$ cat src/rtl/core/rgb_bin_color_gain_clamp_defines.svh
// Assertion macros for the pixel binning and colour gain block.
// Used by the top level; expects clk and rst in scope.
`ifndef RGB_BIN_COLOR_GAIN_CLAMP_DEFINES_SVH
`define RGB_BIN_COLOR_GAIN_CLAMP_DEFINES_SVH

// Consequent must hold in the same cycle as the antecedent.
`define RBGC_ASSERT_IMP(label, ante, cons) \
  label: assert property (@(posedge clk) disable iff (rst) (ante) |-> (cons)) \
    else $error("rbgc: same-cycle check failed");

// Consequent must hold in the cycle after the antecedent.
`define RBGC_ASSERT_NEXT(label, ante, cons) \
  label: assert property (@(posedge clk) disable iff (rst) (ante) |=> (cons)) \
    else $error("rbgc: next-cycle check failed");

`endif

$ cat src/rtl/core/rbgc_pkg.sv
// Shared constants, codes and types for the pixel binning and colour gain block.
// No dependencies.
`timescale 1ns / 1ps
`default_nettype none

package rbgc_pkg;

  localparam int MAX_WIDTH     = 4096;
  localparam int MAX_BIN_SHIFT = 3;
  localparam int SAMPLE_BITS   = 16;

  localparam int IN_BITS       = 16;
  localparam int OUT_BITS      = 8;
  localparam int CLAMP_MAX     = 255;

  localparam int SUMS_DEPTH    = MAX_WIDTH / 2;
  localparam int IDX_BITS      = $clog2(SUMS_DEPTH);
  localparam int COL_BITS      = $clog2(MAX_WIDTH + 1);
  localparam int PH_BITS       = MAX_BIN_SHIFT;
  localparam int K_BITS        = $clog2(MAX_BIN_SHIFT + 1);
  localparam int SUM_BITS      = SAMPLE_BITS + 2 * MAX_BIN_SHIFT;

  localparam int COEF_BITS     = 16;
  localparam int OFF_BITS      = 16;
  localparam int BRIGHT_BITS   = 24;
  localparam int SCALE_FRAC    = 12;
  localparam int GAIN_FRAC     = 8;

  // Scaled-and-offset value, split into low and high halves for the gain multiply
  localparam int XP_BITS       = COEF_BITS + SUM_BITS;
  localparam int XO_BITS       = OFF_BITS + SCALE_FRAC + 2 * MAX_BIN_SHIFT;
  localparam int X_BITS        = ((XP_BITS > XO_BITS) ? XP_BITS : XO_BITS) + 2;
  localparam int LO_BITS       = 20;
  localparam int XH_BITS       = X_BITS - LO_BITS;
  localparam int Y_BITS        = X_BITS + COEF_BITS + 2;

  localparam int MA_0          = (SUM_BITS + 1 > LO_BITS + 1) ? SUM_BITS + 1 : LO_BITS + 1;
  localparam int MUL_A_BITS    = (MA_0 > XH_BITS) ? MA_0 : XH_BITS;
  localparam int MUL_B_BITS    = COEF_BITS + 1;
  localparam int MUL_P_BITS    = MUL_A_BITS + MUL_B_BITS;

  localparam int SH_BITS       = $clog2(SCALE_FRAC + GAIN_FRAC + 2 * MAX_BIN_SHIFT + 1);

  localparam int CFG_INDEX_BITS = 3;
  localparam int CFG_DATA_BITS  = 48;

  // Register indexes
  localparam logic [CFG_INDEX_BITS-1:0] REG_BIN_SHIFT      = 3'd0;
  localparam logic [CFG_INDEX_BITS-1:0] REG_GAIN           = 3'd1;
  localparam logic [CFG_INDEX_BITS-1:0] REG_BRIGHTNESS     = 3'd2;
  localparam logic [CFG_INDEX_BITS-1:0] REG_SCALE_RED      = 3'd3;
  localparam logic [CFG_INDEX_BITS-1:0] REG_SCALE_GREEN    = 3'd4;
  localparam logic [CFG_INDEX_BITS-1:0] REG_SCALE_BLUE     = 3'd5;
  localparam logic [CFG_INDEX_BITS-1:0] REG_CHANNEL_OFFSETS = 3'd6;

  // Datapath arithmetic steps, one per cycle
  localparam logic [2:0] OP_NONE      = 3'd0;
  localparam logic [2:0] OP_MUL_SCALE = 3'd1;
  localparam logic [2:0] OP_ADD_OFF   = 3'd2;
  localparam logic [2:0] OP_MUL_LO    = 3'd3;
  localparam logic [2:0] OP_ACC_LO    = 3'd4;
  localparam logic [2:0] OP_MUL_HI    = 3'd5;
  localparam logic [2:0] OP_ACC_HI    = 3'd6;
  localparam logic [2:0] OP_CLAMP     = 3'd7;

  localparam logic [1:0] CH_RED   = 2'd0;
  localparam logic [1:0] CH_GREEN = 2'd1;
  localparam logic [1:0] CH_BLUE  = 2'd2;

  typedef struct packed {
    logic [IN_BITS-1:0] red_in;
    logic [IN_BITS-1:0] green_in;
    logic [IN_BITS-1:0] blue_in;
    logic               row_last;
    logic               frame_first;
  } pix_in_t;

  typedef struct packed {
    logic [OUT_BITS-1:0] red_out;
    logic [OUT_BITS-1:0] green_out;
    logic [OUT_BITS-1:0] blue_out;
    logic                out_row_last;
  } pix_out_t;

  typedef struct packed {
    logic [1:0]             bin_shift;
    logic [COEF_BITS-1:0]   gain;
    logic [BRIGHT_BITS-1:0] brightness;
    logic [COEF_BITS-1:0]   scale_red;
    logic [COEF_BITS-1:0]   scale_green;
    logic [COEF_BITS-1:0]   scale_blue;
    logic [3*OFF_BITS-1:0]  channel_offsets;
  } cfg_t;

  typedef struct packed {
    logic       take;
    logic       update;
    logic [2:0] op;
    logic [1:0] chan;
    logic       load;
  } dp_cmd_t;

  typedef struct packed {
    logic emit;
  } dp_stat_t;

endpackage

`default_nettype wire

$ cat src/rtl/core/rbgc_regs.sv
// Configuration register file for the pixel binning and colour gain block.
// Depends on rbgc_pkg.
`timescale 1ns / 1ps
`default_nettype none

module rbgc_regs (
  input  wire logic                                clk,
  input  wire logic                                rst,
  input  wire logic                                cfg_valid,
  output logic                                     cfg_ready,
  input  wire logic [rbgc_pkg::CFG_INDEX_BITS-1:0] cfg_index,
  input  wire logic [rbgc_pkg::CFG_DATA_BITS-1:0]  cfg_data,
  output rbgc_pkg::cfg_t                           cfg
);

  assign cfg_ready = 1'b1;

  always_ff @(posedge clk) begin
    if (rst) begin
      cfg.bin_shift       <= 2'd0;
      cfg.gain            <= rbgc_pkg::COEF_BITS'(256);
      cfg.brightness      <= '0;
      cfg.scale_red       <= rbgc_pkg::COEF_BITS'(4096);
      cfg.scale_green     <= rbgc_pkg::COEF_BITS'(4096);
      cfg.scale_blue      <= rbgc_pkg::COEF_BITS'(4096);
      cfg.channel_offsets <= '0;
    end else if (cfg_valid) begin
      // writes beyond the list are dropped
      unique case (cfg_index)
        rbgc_pkg::REG_BIN_SHIFT:       cfg.bin_shift <= cfg_data[1:0];
        rbgc_pkg::REG_GAIN:            cfg.gain <= cfg_data[rbgc_pkg::COEF_BITS-1:0];
        rbgc_pkg::REG_BRIGHTNESS:      cfg.brightness <= cfg_data[rbgc_pkg::BRIGHT_BITS-1:0];
        rbgc_pkg::REG_SCALE_RED:       cfg.scale_red <= cfg_data[rbgc_pkg::COEF_BITS-1:0];
        rbgc_pkg::REG_SCALE_GREEN:     cfg.scale_green <= cfg_data[rbgc_pkg::COEF_BITS-1:0];
        rbgc_pkg::REG_SCALE_BLUE:      cfg.scale_blue <= cfg_data[rbgc_pkg::COEF_BITS-1:0];
        rbgc_pkg::REG_CHANNEL_OFFSETS: cfg.channel_offsets <= cfg_data;
        default: begin
        end
      endcase
    end
  end

endmodule

`default_nettype wire

$ cat config.mk
export PLATFORM = sky130hd
export DESIGN_NAME = rbgc_regs
export DESIGN_NICKNAME = d
export VERILOG_FILES = /design/src/rtl/core/rgb_bin_color_gain_clamp_defines.svh /design/src/rtl/core/rbgc_pkg.sv /design/src/rtl/core/rbgc_regs.sv
export SDC_FILE = /design/constraint.sdc
export NUM_CORES = 1
export LEC_CHECK = 0
export BUFFER_PORTS_ARGS = -buffer_cell sky130_fd_sc_hd__clkbuf_2
export CELL_PAD_IN_SITES_DETAIL_PLACEMENT = 2
export CELL_PAD_IN_SITES_GLOBAL_PLACEMENT = 2
export CORE_MARGIN = 1.5
export CORE_UTILIZATION = 31
export CTS_CLUSTER_DIAMETER = 150
export DETAILED_ROUTE_END_ITERATION = 10
export PLACE_DENSITY_LB_ADDON = 0.2
export SYNTH_ARGS = -nofsm -noshare
export SYNTH_HDL_FRONTEND = slang
export SYNTH_SLANG_ARGS = --single-unit
$ cat constraint.sdc
create_clock -name clk -period 1.4 [get_ports clk]
set_clock_uncertainty 0.2 [all_clocks]
set_input_delay 0 -clock clk [delete_from_list [all_inputs] [get_ports clk]]
set_output_delay 0 -clock clk [all_outputs]
set_load 0.01 [all_outputs]
==> flow_summary.yaml <==
synth:
  seq_area_frac_synth: 0.485
  syn_area_sq_mm: 0.00570
  synthCells: 516
  synth-seq-cells: 138
  ys_types: 16
  ys_warn_count: 0
  synth.avg_cell_area_sq_um: 11.0
  syn_nets: 570
min_path:
  hold_path.class: "in2reg"
route:
  drt_iter0_markers: 100
  drt-vias-per-instance: 4.56
  vias: 4806
  highest_layer: "met4"
  dr_wl_met2_microns: 10200
  detail_route.first_pass.iterations: 4
  wire_per_inst_microns: 18.8
  wl_met3_microns: 1000
  wl_microns: 19900
  drcViolationCount: 0
  wl_met1_microns: 8190
  ant_nets: 0
sta:
  hold_viol_final: 6
  period_share: 1.01
  setup_viol: 1
  fmax_mhz: 710
  setup_ws_ps: -8.36
  fin_hold_ws_ps: -54.8
  min_period_ps: 1410
  drv_slew: 0
clocking:
  numCtsBuffers: 17
  root_buffer: "clkbuf_16"
  clk_path_buf_depth: 2
  numClockSinks: 138
  clk_latency_ps: 410
  clkSlewWorstSetupHoldPaths_ps: 60
  cts_tree: "yes"
  htree_num_levels: 4
placement:
  dp.cells: 912
  pre_cts_slack_ps: 127
  dp_hpwl_microns: 11900
  placed_area_sq_mm: 0.00687
  io_buffers: 191
  gp_congestion: 0.705
final_layout:
  mostFrequentLayoutCells: "190 x clkbuf_2, 179 x nand2b_1, 138 x mux2i_1, 111 x dfxtp_1, 104 x dlygate4sd3_1"
  reg_top3: "cfg: 138 flops"
  largest_reg_flops: 138
  num_antenna_cells: 0
  stdcell_area_sq_mm: 0.00859
  regMostFlops: "cfg"
  fin_nets: 867
  final_common_cell: "clkbuf_2"
  syn_to_final_growth_pct: 50.7
  postLayoutCoreUtil: 0.477
  drive_above_1_share: 0.337
  fin_cells: 1055
  num-fill-cells: 1844
power_and_ir_drop:
  power.total_mw: 9.37
  pwr-share-seq: 0.434
  leakage_nw: 4.11
  power.switching_mw: 2.32
  pwr-share-comb: 0.096
  p_sw_frac: 0.247
  clkPwrFrac: 0.469
  powerDensity_mw_per_mm2: 1090
  p_int_mw: 7.05
  power.ir.vdd_worst_mv: 0.878
global_route:
  grt_pass1_wl_microns: 31100
  track_usage: 0.210
  grt_pass1_vias: 5577
  antenna_found_initial: 0
  grt_max_degree: 53
  overflow: 0
floorplan:
  num_io_pins: 193
  rows: 49
  core_area_sq_mm: 0.0180
  initial_utilization: 0.316
  design.die.area_sq_mm: 0.0192
  die_h_microns: 139
  die_x_microns: 139
setup_path:
  crit_arrival_ps: 1560
  cp.required_ps: 1550
  reg2reg_depth: 3
  endpoint_kind: "flop"
  r2r_slack_ps: -8
  timing.rr.end: "cfg[44]"
  worst_setup_path_start_kind: "flop"
  cp_max_fo: 2
  crit_end: "cfg[44]"
  path_class: "reg2reg"
  crit_path_start: "cfg[44]"
  r2r-start: "cfg[44]"
outcome:
  violations: "hold timing, setup timing"
  status: "complete, but fails checks"
flow_run:
  cap_violations: 0
-- cells in the mapped netlist --
master | number | area share
and4b_1 | 1 | 0.0018
and4bb_1 | 2 | 0.0044
buf_12 | 2 | 0.0070
buf_2 | 9 | 0.0079
buf_4 | 5 | 0.0066
buf_6 | 8 | 0.016
clkbuf_1 | 17 | 0.011
conb_1 | 1 | 0.00066
dfxtp_1 | 138 | 0.48
mux2i_1 | 138 | 0.24
nand2b_1 | 182 | 0.20
nand4b_1 | 2 | 0.0031
nand4b_2 | 1 | 0.0026
nand4bb_1 | 3 | 0.0059
nor2_1 | 6 | 0.0040
or4b_4 | 1 | 0.0024
-- cell type report --
| type | instances | area, sq um | share of cell area |
|---|---|---|---|
| Timing Repair Buffer | 319 | 2270 | 0.264 |
| Sequential cell | 138 | 2800 | 0.325 |
| Tap cell | 229 | 287 | 0.0333 |
| Multi-Input combinational cell | 337 | 2670 | 0.311 |
| Clock buffer | 19 | 453 | 0.0527 |
| Clock inverter | 13 | 118 | 0.0137 |
-- routing by layer --
layer,vias to the layer above,global-route usage
li1,2295,-
met1,2350,0.235
met2,134,0.382
met3,27,0.0577
met4,0,0.0698
met5,-,0
-- cell families (layout without fill, tap and decap cells) --
| group | Yosys count | count (layout) | share of synthesized area |
|---|---|---|---|
| other cells | 1 | 1 | 0.000658 |
| simple gates | 198 | 198 | 0.224 |
| buf+inv | 41 | 351 | 0.0485 |
| flops | 138 | 138 | 0.485 |
| mux | 138 | 138 | 0.242 |
-- how the worst min path moves through the flow --
| stage | start | end | slack (ps) | cells after the start |
|---|---|---|---|---|
| floorplan | cfg_data[24] | cfg[24] | -40 | 2 |
| global placement | cfg_data[47] | cfg[47] | 50 | 3 |
| detailed placement | cfg_data[41] | cfg[41] | 60 | 3 |
| CTS | rst | cfg[112] | 30 | 4 |
| global route | rst | cfg[9] | 3 | 4 |
| finish | rst | cfg[9] | -50 | 4 |
-- worst max-delay path, cell delays in order (launching register included) --
cell           delay [ps]
dfxtp_2               340
nand2b_1               60
mux2i_1               140
dlygate4sd3_1         600
-- power by group through the flow --
stage / logic [mW] / registers (mW) / clock network, mW
after floorplan: 0.368 / 4.18 / 0
after global placement: 0.662 / 4.15 / 0
after detailed placement: 0.685 / 4.15 / 0
after CTS: 0.893 / 4.06 / 4.49
after global routing: 0.974 / 4.08 / 4.68
final: 0.902 / 4.07 / 4.40
-- repair_timing --
| item | in CTS | in global routing |
|---|---|---|
| gates resized for setup | 0 | 34 |
| hold endpoints to repair | 138 | 5 |
| buffers inserted | 0 | 4 |
| hold buffers | 122 | 2 |
| endpoints found under the setup margin | 0 | 36 |
-- stage by stage --
step | hold WS [ps] | setup TNS, ps
2_1_floorplan | -44.7 | 0
3_3_place_gp | 46.5 | 0
3_5_place_dp | 55.7 | 0
4_1_cts | 33.8 | 0
5_1_grt | 2.91 | -52.5
6_report | -54.8 | -8.36
No activity file was read; power rests on OpenSTA's default activity.
