`config.mk`:
```
export PLATFORM = sky130hd
export DESIGN_NAME = rbgc_ctrl
export DESIGN_NICKNAME = d
export VERILOG_FILES = /design/src/rtl/core/rgb_bin_color_gain_clamp_defines.svh /design/src/rtl/core/rbgc_pkg.sv /design/src/rtl/core/rbgc_ctrl.sv
export SDC_FILE = /design/constraint.sdc
export NUM_CORES = 1
export LEC_CHECK = 0
export ABC_AREA = 1
export ABC_CLOCK_PERIOD_IN_PS = 2700
export CAP_MARGIN = 0
export CORE_AREA = 2 2 39 41
export CTS_BUF_LIST = sky130_fd_sc_hd__clkbuf_4 sky130_fd_sc_hd__clkbuf_8
export DETAILED_ROUTE_END_ITERATION = 10
export DIE_AREA = 0 0 41 43
export DONT_BUFFER_PORTS = 1
export PLACE_DENSITY = 0.52
export SKIP_LAST_GASP = 1
export SYNTH_ARGS = -nofsm -noshare
export SYNTH_HDL_FRONTEND = slang
export SYNTH_SLANG_ARGS = --single-unit
```
`constraint.sdc`:
```
create_clock -name clk -period 2.7 [get_ports clk]
set_input_delay 0.405 -clock clk [delete_from_list [all_inputs] [get_ports clk]]
set_output_delay 0.405 -clock clk [all_outputs]
set_load 0.05 [all_outputs]
```
`src/rtl/core/rgb_bin_color_gain_clamp_defines.svh`:
```
// Assertion macros for the pixel binning and colour gain block.
// Used by the top level; expects clk and rst in scope.
`ifndef RGB_BIN_COLOR_GAIN_CLAMP_DEFINES_SVH
`define RGB_BIN_COLOR_GAIN_CLAMP_DEFINES_SVH

// Consequent must hold in the same cycle as the antecedent.
`define RBGC_ASSERT_IMP(label, ante, cons) \
  label: assert property (@(posedge clk) disable iff (rst) (ante) |-> (cons)) \
    else $error("rbgc: same-cycle check failed");

// Consequent must hold in the cycle after the antecedent.
`define RBGC_ASSERT_NEXT(label, ante, cons) \
  label: assert property (@(posedge clk) disable iff (rst) (ante) |=> (cons)) \
    else $error("rbgc: next-cycle check failed");

`endif

```
`src/rtl/core/rbgc_pkg.sv`:
```
// Shared constants, codes and types for the pixel binning and colour gain block.
// No dependencies.
`timescale 1ns / 1ps
`default_nettype none

package rbgc_pkg;

  localparam int MAX_WIDTH     = 4096;
  localparam int MAX_BIN_SHIFT = 3;
  localparam int SAMPLE_BITS   = 16;

  localparam int IN_BITS       = 16;
  localparam int OUT_BITS      = 8;
  localparam int CLAMP_MAX     = 255;

  localparam int SUMS_DEPTH    = MAX_WIDTH / 2;
  localparam int IDX_BITS      = $clog2(SUMS_DEPTH);
  localparam int COL_BITS      = $clog2(MAX_WIDTH + 1);
  localparam int PH_BITS       = MAX_BIN_SHIFT;
  localparam int K_BITS        = $clog2(MAX_BIN_SHIFT + 1);
  localparam int SUM_BITS      = SAMPLE_BITS + 2 * MAX_BIN_SHIFT;

  localparam int COEF_BITS     = 16;
  localparam int OFF_BITS      = 16;
  localparam int BRIGHT_BITS   = 24;
  localparam int SCALE_FRAC    = 12;
  localparam int GAIN_FRAC     = 8;

  // Scaled-and-offset value, split into low and high halves for the gain multiply
  localparam int XP_BITS       = COEF_BITS + SUM_BITS;
  localparam int XO_BITS       = OFF_BITS + SCALE_FRAC + 2 * MAX_BIN_SHIFT;
  localparam int X_BITS        = ((XP_BITS > XO_BITS) ? XP_BITS : XO_BITS) + 2;
  localparam int LO_BITS       = 20;
  localparam int XH_BITS       = X_BITS - LO_BITS;
  localparam int Y_BITS        = X_BITS + COEF_BITS + 2;

  localparam int MA_0          = (SUM_BITS + 1 > LO_BITS + 1) ? SUM_BITS + 1 : LO_BITS + 1;
  localparam int MUL_A_BITS    = (MA_0 > XH_BITS) ? MA_0 : XH_BITS;
  localparam int MUL_B_BITS    = COEF_BITS + 1;
  localparam int MUL_P_BITS    = MUL_A_BITS + MUL_B_BITS;

  localparam int SH_BITS       = $clog2(SCALE_FRAC + GAIN_FRAC + 2 * MAX_BIN_SHIFT + 1);

  localparam int CFG_INDEX_BITS = 3;
  localparam int CFG_DATA_BITS  = 48;

  // Register indexes
  localparam logic [CFG_INDEX_BITS-1:0] REG_BIN_SHIFT      = 3'd0;
  localparam logic [CFG_INDEX_BITS-1:0] REG_GAIN           = 3'd1;
  localparam logic [CFG_INDEX_BITS-1:0] REG_BRIGHTNESS     = 3'd2;
  localparam logic [CFG_INDEX_BITS-1:0] REG_SCALE_RED      = 3'd3;
  localparam logic [CFG_INDEX_BITS-1:0] REG_SCALE_GREEN    = 3'd4;
  localparam logic [CFG_INDEX_BITS-1:0] REG_SCALE_BLUE     = 3'd5;
  localparam logic [CFG_INDEX_BITS-1:0] REG_CHANNEL_OFFSETS = 3'd6;

  // Datapath arithmetic steps, one per cycle
  localparam logic [2:0] OP_NONE      = 3'd0;
  localparam logic [2:0] OP_MUL_SCALE = 3'd1;
  localparam logic [2:0] OP_ADD_OFF   = 3'd2;
  localparam logic [2:0] OP_MUL_LO    = 3'd3;
  localparam logic [2:0] OP_ACC_LO    = 3'd4;
  localparam logic [2:0] OP_MUL_HI    = 3'd5;
  localparam logic [2:0] OP_ACC_HI    = 3'd6;
  localparam logic [2:0] OP_CLAMP     = 3'd7;

  localparam logic [1:0] CH_RED   = 2'd0;
  localparam logic [1:0] CH_GREEN = 2'd1;
  localparam logic [1:0] CH_BLUE  = 2'd2;

  typedef struct packed {
    logic [IN_BITS-1:0] red_in;
    logic [IN_BITS-1:0] green_in;
    logic [IN_BITS-1:0] blue_in;
    logic               row_last;
    logic               frame_first;
  } pix_in_t;

  typedef struct packed {
    logic [OUT_BITS-1:0] red_out;
    logic [OUT_BITS-1:0] green_out;
    logic [OUT_BITS-1:0] blue_out;
    logic                out_row_last;
  } pix_out_t;

  typedef struct packed {
    logic [1:0]             bin_shift;
    logic [COEF_BITS-1:0]   gain;
    logic [BRIGHT_BITS-1:0] brightness;
    logic [COEF_BITS-1:0]   scale_red;
    logic [COEF_BITS-1:0]   scale_green;
    logic [COEF_BITS-1:0]   scale_blue;
    logic [3*OFF_BITS-1:0]  channel_offsets;
  } cfg_t;

  typedef struct packed {
    logic       take;
    logic       update;
    logic [2:0] op;
    logic [1:0] chan;
    logic       load;
  } dp_cmd_t;

  typedef struct packed {
    logic emit;
  } dp_stat_t;

endpackage

`default_nettype wire

```
`src/rtl/core/rbgc_ctrl.sv`:
```
// Sequencer for the pixel binning and colour gain block: handshakes and step order.
// Depends on rbgc_pkg.
`timescale 1ns / 1ps
`default_nettype none

module rbgc_ctrl (
  input  wire logic               clk,
  input  wire logic               rst,
  input  wire logic               pix_valid,
  output logic                    pix_ready,
  output logic                    res_valid,
  input  wire logic               res_ready,
  input  wire rbgc_pkg::dp_stat_t stat,
  output rbgc_pkg::dp_cmd_t       cmd
);

  localparam logic [1:0] S_IDLE = 2'd0;
  localparam logic [1:0] S_READ = 2'd1;
  localparam logic [1:0] S_CALC = 2'd2;
  localparam logic [1:0] S_DONE = 2'd3;

  logic [1:0] state, state_next;
  logic [2:0] op, op_next;
  logic [1:0] chan, chan_next;
  logic       res_valid_next;

  assign pix_ready = (state == S_IDLE);

  always_comb begin
    cmd.take   = pix_valid && pix_ready;
    cmd.update = (state == S_READ);
    cmd.op     = (state == S_CALC) ? op : rbgc_pkg::OP_NONE;
    cmd.chan   = chan;
    cmd.load   = (state == S_DONE) && (!res_valid || res_ready);
  end

  always_comb begin
    state_next = state;
    op_next    = op;
    chan_next  = chan;
    unique case (state)
      S_IDLE: begin
        if (cmd.take) state_next = S_READ;
      end
      S_READ: begin
        // items that close no bin finish here
        if (stat.emit) begin
          state_next = S_CALC;
          op_next    = rbgc_pkg::OP_MUL_SCALE;
          chan_next  = rbgc_pkg::CH_RED;
        end else begin
          state_next = S_IDLE;
        end
      end
      S_CALC: begin
        unique case (op)
          rbgc_pkg::OP_MUL_SCALE: op_next = rbgc_pkg::OP_ADD_OFF;
          rbgc_pkg::OP_ADD_OFF:   op_next = rbgc_pkg::OP_MUL_LO;
          rbgc_pkg::OP_MUL_LO:    op_next = rbgc_pkg::OP_ACC_LO;
          rbgc_pkg::OP_ACC_LO:    op_next = rbgc_pkg::OP_MUL_HI;
          rbgc_pkg::OP_MUL_HI:    op_next = rbgc_pkg::OP_ACC_HI;
          rbgc_pkg::OP_ACC_HI:    op_next = rbgc_pkg::OP_CLAMP;
          rbgc_pkg::OP_CLAMP: begin
            op_next = rbgc_pkg::OP_MUL_SCALE;
            if (chan == rbgc_pkg::CH_BLUE) begin
              state_next = S_DONE;
            end else begin
              chan_next = chan + 2'd1;
            end
          end
          default: op_next = rbgc_pkg::OP_MUL_SCALE;
        endcase
      end
      S_DONE: begin
        // hold until the output register is free
        if (cmd.load) state_next = S_IDLE;
      end
      default: state_next = S_IDLE;
    endcase
  end

  always_comb begin
    priority if (cmd.load) res_valid_next = 1'b1;
    else if (res_ready)    res_valid_next = 1'b0;
    else                   res_valid_next = res_valid;
  end

  always_ff @(posedge clk) begin
    if (rst) begin
      state     <= S_IDLE;
      op        <= rbgc_pkg::OP_NONE;
      chan      <= rbgc_pkg::CH_RED;
      res_valid <= 1'b0;
    end else begin
      state     <= state_next;
      op        <= op_next;
      chan      <= chan_next;
      res_valid <= res_valid_next;
    end
  end

endmodule

`default_nettype wire

```
==> implementation parameters <==
Parameter                              Value

STA
  Final-layout setup total negative slack ... 0 ns
  Part of the cycle the worst path needs ... 66.0%
  Final hold vios ... 0
  Post-layout minimum cycle time ... 1.78 ns
  Final setup skew ... 0.00856 ns
  Max_slew headroom ... 38.3%
  Slew Limit Fails ... 0
  Achievable clock frequency ... 562 MHz
  # setup viols final ... 0
  Unrepaired setup endpoints after global routing ... false
  Tightest Pin Transition ... 0.922 ns
  Final-layout worst hold slack ... 0.208 ns

Detailed routing
  Remaining antenna violation count ... 0
  Initial DRT Pass Iterations ... 4
  Routed via count divided by cell count ... 4.95
  Post-detailed-routing wire length ... 1040 microns
  Detailed-route DRC error count ... 0
  Vias after detailed routing ... 495
  Average wire per standard cell ... 10.4 microns
  Iteration-0 DRC count of the detailed router ... 7

Global routing
  First-pass GRT wire length ... 1600 microns
  Global routing usage summed across all routing layers ... 14.0%
  Via count of the first global-routing pass ... 414
  Initial antenna violation count ... 0
  Congestion Overflow GR ... 0
  Maximum number of pins on one net before global-route repair ... 9

Yosys
  Number of distinct library cells after synthesis ... 18
  Count of yosys warnings during synthesis ... 0
  Summed instance area of the synthesized netlist ... 505 sq um
  Gate count after technology mapping ... 77
  Synth Net Count ... 87
  Register bit count reported by yosys ... 8
  Share of the yosys chip area belonging to registers ... 31.7%
  Syn avg cell area ... 6.56 sq um

Power
  Clock power share ... 29.0%
  Part of the total power dissipated in sequential elements ... 46.3%
  Peak VDD IR ... 0.228 mV
  Sw Ratio ... 39.3%
  Internal power ... 0.000201 W
  Pwr dens ... 573 nW/um^2
  Gate power share ... 24.7%
  Static power due to leakage ... 0.254 nW
  Sw power ... 0.000130 W

Clocking
  Post-cts hold buffer count ... 0
  TritonCTS Buffers ... 3
  Clock tree from TritonCTS ... yes
  Clock latency at the later pin of the worst-skew pair ... 0.26 ns
  Post-CTS setup buffers ... 0
  Maximum number of buffers from clock root to sink ... 2
  Clock-pin transition on the worst setup and hold timing paths ... 0.06 ns
  Post-cts repair resize count ... 0
  Clock tree root buffer cell ... clkbuf_4
  H-Tree Level Count ... 1
  Clock Sinks ... 8

Setup path
  Critical Path Fanout Max ... 3
  Type of origin of the critical path ... register
  Critical path capture point type ... primary output
  Data arrival time at the worst-slack endpoint ... 1.38 ns
  Worst Setup Path Type ... register to primary output
  Worst reg-to-reg setup slack ... 1.07 ns
  Data required time of the critical path ... 2.30 ns
  Logic depth of the worst register-to-register path ... 5

Cells and area
  Area taken by flip-flops and latches ... 160 sq um
  Multi-input gate area in the final layout ... 284 sq um
  Antenna Diode Count ... 0
  Most frequent cells in the layout ... 16 x nand2_1, 13 x nor2_1, 9 x inv_1, 8 x dfxtp_1, 6 x a21oi_1
  Nets@finish ... 96
  Share of cells above drive strength 1 ... 19.0%
  Fin cells ... 100
  Filler Cell Count ... 150
  Synthesis-to-layout area growth ... 14.4%
  Most common library cell in the layout ignoring fill and taps ... nand2_1

Floorplanning
  Die height ... 43 microns
  Area of the placeable core ... 1380 sq um
  Effective utilization at floorplan ... 36.5%
  IO Count ... 15
  Width of the die ... 41 microns
  Standard-cell rows ... 14
  Area enclosed by the die boundary ... 1760 sq um

Placed design
  IO Port Bufs ... 0
  Placed cell count ... 97
  Placed wire-length estimate ... 805 microns
  GP Congestion ... 0.741

Min path
  Worst min-delay path category ... input pin to register
  Startpoint of the most critical hold path ... rst
  Worst Hold Path EP ... op[1]
  Number of cells traversed by the worst hold path ... 1

Flow run
  Max Cap Violations ... 0

Status
  Result of the run ... complete, no violations
final cells by class:
type	instances	share of cell area [%]
tap	16	3.46
sequential	8	27.7
inverter	14	9.31
clock buffer	3	3.90
multi-input combinational	54	49.1
timing repair buffer	5	6.49
Yosys cell counts:
| cell | n | area (sq um) |
|---|---|---|
| buf_4 | 1 | 7.51 |
| nor2_4 | 1 | 11.3 |
| nand3_1 | 1 | 5.00 |
| nor2_2 | 1 | 6.26 |
| clkinv_2 | 1 | 5.00 |
| nand4_1 | 2 | 12.5 |
| ha_1 | 5 | 62.6 |
| inv_1 | 9 | 33.8 |
| o21ai_1 | 3 | 15.0 |
| nor2_1 | 13 | 48.8 |
| inv_2 | 3 | 11.3 |
| clkinv_1 | 1 | 3.75 |
| nor3_1 | 2 | 10.0 |
| nand2_1 | 16 | 60.1 |
| nand2_2 | 2 | 12.5 |
| dfxtp_1 | 8 | 160 |
| a21oi_1 | 6 | 30.0 |
| o21ai_0 | 2 | 10.0 |
power groups by stage:
stage | Combinational (W) | Clock (W) | Sequential (W)
global placement | 0.0000819 | 0 | 0.000155
CTS | 0.0000823 | 0.0000964 | 0.000153
detailed placement | 0.0000820 | 0 | 0.000156
global route | 0.0000922 | 0.000105 | 0.000154
floorplan | 0.0000702 | 0 | 0.000154
finish | 0.0000819 | 0.0000960 | 0.000153
logic make-up after synthesis:
| family | share of synthesized area [%] |
|---|---|
| flops | 31.7 |
| buf+inv | 12.1 |
| compound gates | 10.9 |
| simple gates | 32.9 |
| fa+ha+maj | 12.4 |
critical path, cell delays in order, from the launching register on:
cell and delay, ns:
dfxtp_1 0.63, inv_1 0.08, nor2_1 0.16, nor2_1 0.06, buf_4 0.18
metal layers:
layer  part of all wire (%)  up-vias  track usage [%]  routed length, microns
li1                       -      254                -                       -
met1                     43      210             14.9                     446
met2                     44       25             20.6                     461
met3                    9.5        6             5.76                      99
met4                    2.8        0             10.7                      29
met5                      0        -                0                       0
per-stage QoR:
step                total power (W)  area (sq um)  util [%]  worst slack (ns)
floorplan                  0.000224           505         -             0.814
global placement           0.000237           556      40.1              1.09
detailed placement         0.000238           556      40.1              1.08
CTS                        0.000332           578      41.8             0.914
global route               0.000352           578      41.8             0.807
finish                     0.000331           578      41.8             0.919
how the worst max path moves through the flow:
stage / slack [ns] / start / end
2_1_floorplan: 0.81 / pix_valid / cmd[7]
3_3_place_gp: 1.09 / state[0] / chan[0]
3_5_place_dp: 1.08 / state[0] / register
4_1_cts: 0.91 / res_valid / cmd[0]
5_1_grt: 0.81 / res_valid / cmd[0]
6_report: 0.92 / res_valid / cmd[0]
(Power assumes the default switching activity.)
